**config.mk**
```make
export PLATFORM = sky130hd
export DESIGN_NAME = tfr_ram
export DESIGN_NICKNAME = d
export VERILOG_FILES = /design/src/design/tfr_ram.sv
export SDC_FILE = /design/constraint.sdc
export NUM_CORES = 1
export LEC_CHECK = 0
export ABC_AREA = 1
export BUFFER_PORTS_ARGS = -buffer_cell sky130_fd_sc_hd__clkbuf_2
export CAP_MARGIN = 20
export CORE_MARGIN = 2
export CORE_UTILIZATION = 30
export CTS_CLUSTER_SIZE = 28
export DETAILED_ROUTE_END_ITERATION = 7
export PLACE_DENSITY = 0.54
export SLEW_MARGIN = 20
export SYNTH_ARGS = -nofsm -noshare
export SYNTH_HDL_FRONTEND = slang
export SYNTH_SLANG_ARGS = --single-unit
```
**constraint.sdc**
```tcl
create_clock -name clk -period 1.15 [get_ports clk]
set_input_delay 0.23 -clock clk [delete_from_list [all_inputs] [get_ports clk]]
set_output_delay 0.23 -clock clk [all_outputs]
set_load 0.05 [all_outputs]
```
**src/design/tfr_ram.sv**
```systemverilog
// ----------------------------------------------------------------------------
// tfr_ram
// Simple dual-port synchronous RAM, one write and one registered read port.
// ----------------------------------------------------------------------------
module tfr_ram #(
  parameter int ADDR_W = 3,
  parameter int DATA_W = 8
) (
  input  logic              clk,
  input  logic              we,
  input  logic [ADDR_W-1:0] waddr,
  input  logic [DATA_W-1:0] wdata,
  input  logic [ADDR_W-1:0] raddr,
  output logic [DATA_W-1:0] rdata
);

  logic [DATA_W-1:0] mem [2**ADDR_W];

  // write port
  always_ff @(posedge clk) begin
    if (we) begin
      mem[waddr] <= wdata;
    end
  end

  // registered read port
  always_ff @(posedge clk) begin
    rdata <= mem[raddr];
  end

endmodule

```
==> impl_metrics.py <==
metrics = {
    "grt": {
        "grt_max_degree": 33,
        "grt_usage": 0.125,
        "grt_pass1_vias": 2006,
        "antenna_found_initial": 0,
        "grt_overflow_total": 0,
        "grt_pass1_wl_um": 10400,
    },
    "power_and_ir_drop": {
        "p_sw_mw": 1.28,
        "total_power_mw": 5.63,
        "p_int_mw": 4.34,
        "peakVddDrop_mv": 0.681,
        "p_clk_frac": 0.377,
        "p_leak_nw": 1.68,
        "swShare": 0.228,
        "powerDensity_mw_per_mm2": 1560,
        "seq_power_share": 0.531,
        "combPwrFrac": 0.092,
    },
    "finish": {
        "synthToLayoutAreaGrowth_pct": 18.5,
        "drive_gt1_frac": 0.165,
        "insertedDiodeCount": 0,
        "stdcell_count": 479,
        "fin_area_mm2": 0.00361,
        "fin_util": 0.368,
        "nets": 357,
        "fillers": 1017,
    },
    "setup_path": {
        "cp.depth": 1,
        "critical_path_class": "flop to primary output",
        "crit_buf_inv": 1,
        "cp_slowest_cell": "dfxtp_4",
        "worst-r2r-cell-count": 6,
        "reg2reg_from": "mem[7][4]$_DFFE_PP_",
        "start_kind": "flop",
        "path_max_fanout": 1,
        "r2r_setup_slack_ns": 0.30,
        "cp_top_family": "flip-flops",
        "reg2reg_to": "rdata[4]$_DFF_P_",
        "max_stage_delay_ns": 0.38,
        "cp_cell_sequence": "clkbuf_16",
        "cp-startpoint": "rdata[6]$_DFF_P_",
        "cp.arrival_ns": 0.88,
        "cp-end-kind": "primary output",
        "setup.worst_path.end": "rdata[6]",
        "worstPathRequired_ns": 0.92,
    },
    "cts": {
        "clk_path_buf_depth": 2,
        "clk_pin_slew_ns": 0.08,
        "insertion_delay_ns": 0.34,
        "root_buffer": "clkbuf_8",
        "cts_setup_buffers": 0,
        "cts_buffers": 9,
        "cts_tree": "done",
        "h-tree-depth": 3,
        "clkSinkCount": 72,
    },
    "synthesis": {
        "synth_top_family_by_area": "simple AND/OR/NAND/NOR gates",
        "yosysUniqueCellTypes": 11,
        "synth.net_count": 319,
        "ys_seq_elements": 72,
        "synth-compound-area-share": 0,
        "synthMuxAreaShare": 0,
        "yosysTopAreaCell": "edfxtp_1",
        "netlist_top_cells_area": "edfxtp_1 (63%), nand2_1 (14%), inv_1 (8.4%), dfxtp_1 (5.3%), nand3_1 (5.3%)",
        "syn_area_per_cell_um2": 10.1,
        "async_flop_share": 0,
        "synth-edff-count": 64,
        "yosysWarningCount": 0,
        "synth_fa_ha_area_frac": 0,
        "synthTopCellsByCount": "nand2_1 (110), inv_1 (68), edfxtp_1 (64), nand3_1 (32)",
        "synth_ff_type": "edfxtp_1",
        "synth-simple-area-share": 0.198,
        "synth-xor-area-share": 0,
        "yosysTopAreaCellShare": 0.630,
        "syn-cell-area_mm2": 0.00305,
        "synth.most_common_cell": "nand2_1",
        "netlist_instances": 303,
        "ys_seq_area_frac": 0.683,
    },
    "detailed_routing": {
        "ant_nets": 0,
        "highest_layer": "met4",
        "vias": 1962,
        "wl_met2_um": 2770,
        "drt_iter0_drc": 82,
        "avgViaCountPerCell": 4.10,
        "met3_length_um": 202,
        "first_pass_iters": 7,
        "postRouteWirelength_um": 6150,
        "drt-met1-wl_um": 3080,
        "wl_per_cell_um": 12.8,
        "drcViolationCount": 0,
    },
    "timing": {
        "finClkSkew_ns": 0.00757,
        "rsz0062_at_grt": "yes",
        "fin_crit_sh": 0.966,
        "slew_headroom": 0.776,
        "period_needed_ns": 1.11,
        "whs_ns": 0.198,
        "drv_slew": 0,
        "fin_ws_ns": 0.0392,
        "tightest_slew_ns": 0.335,
        "tns_ns": 0,
        "fmax_mhz": 900,
        "finalSetupViolations": 0,
        "hold_viol": 0,
    },
    "place": {
        "hpwl_um": 4130,
        "post_dp_cell_area_mm2": 0.00334,
        "placed_cells": 463,
        "buffer_ports.inserted": 23,
        "preCtsSetupSlack_ns": -0.00539,
        "gp_congestion": 0.738,
    },
    "floorplanning": {
        "die-area_mm2": 0.0110,
        "initial_utilization": 0.311,
        "die_h_um": 105,
        "core-area_mm2": 0.00982,
        "ios": 24,
        "chipWidth_um": 105,
        "rows": 36,
    },
    "hold_path": {
        "holdCritPathClass": "input port to flop",
    },
    "outcome": {
        "status": "complete, no violations",
    },
    "run": {
        "maxCapViolCount": 0,
    },
}
placed cells by master (no fill, tap or decap), types with 5 or more instances in the layout:
master / instances
edfxtp_1: 64
nand2_1: 110
buf_4: 18
nor2_1: 8
clkbuf_2: 15
dfxtp_1: 5
nand3_1: 32
clkbuf_8: 10
inv_1: 68
sequential cells by signal, indices dropped and copies added, names as in the netlist:
signal	count
rdata	8
mem	64
cell families (layout without fill, tap and decap cells):
family | count (synthesis) | count (layout)
buf+inv | 81 | 124
flops | 72 | 72
simple gates | 150 | 150
layout make-up:
| cell class | count | area, um^2 | share of cell area |
|---|---|---|---|
| flip-flops and latches | 72 | 2090 | 0.578 |
| clock buffers | 11 | 131 | 0.0363 |
| clock inverters | 5 | 81.3 | 0.0225 |
| repair buffers | 38 | 279 | 0.0772 |
| multi-input cells | 150 | 603 | 0.167 |
| inverters | 70 | 265 | 0.0734 |
| well taps | 133 | 166 | 0.0460 |
how the worst min path moves through the flow:
stage,to,depth (start not counted),slack [ns],from
global placement,mem[2][6]$_DFFE_PP_,1,0.54,wdata[6]
global route,mem[2][5]$_DFFE_PP_,1,0.20,wdata[5]
finish,mem[2][5]$_DFFE_PP_,1,0.20,wdata[5]
detailed placement,mem[2][5]$_DFFE_PP_,1,0.55,wdata[5]
floorplan,mem[0][0]$_DFFE_PP_,0,0.33,wdata[0]
CTS,mem[2][5]$_DFFE_PP_,1,0.18,wdata[5]
layer usage:
metal | vias to the layer above | global-route usage
li1 | 1009 | -
met1 | 907 | 0.170
met2 | 37 | 0.187
met3 | 9 | 0.0324
met4 | 0 | 0.0571
met5 | - | 0
what timing repair did:
action	CTS	global route
setup endpoints to repair	8	5
hold buffers	0	0
gates resized for setup	15	5
power groups by stage:
stage               registers, mW  logic (mW)  clock network [mW]
global route                 3.00       0.577                2.30
floorplan                    3.13       0.233                   0
detailed placement           3.04       0.486                   0
CTS                          2.99       0.522                2.18
finish                       2.99       0.517                2.12
global placement             3.04       0.481                   0
(Power assumes the default switching activity.)
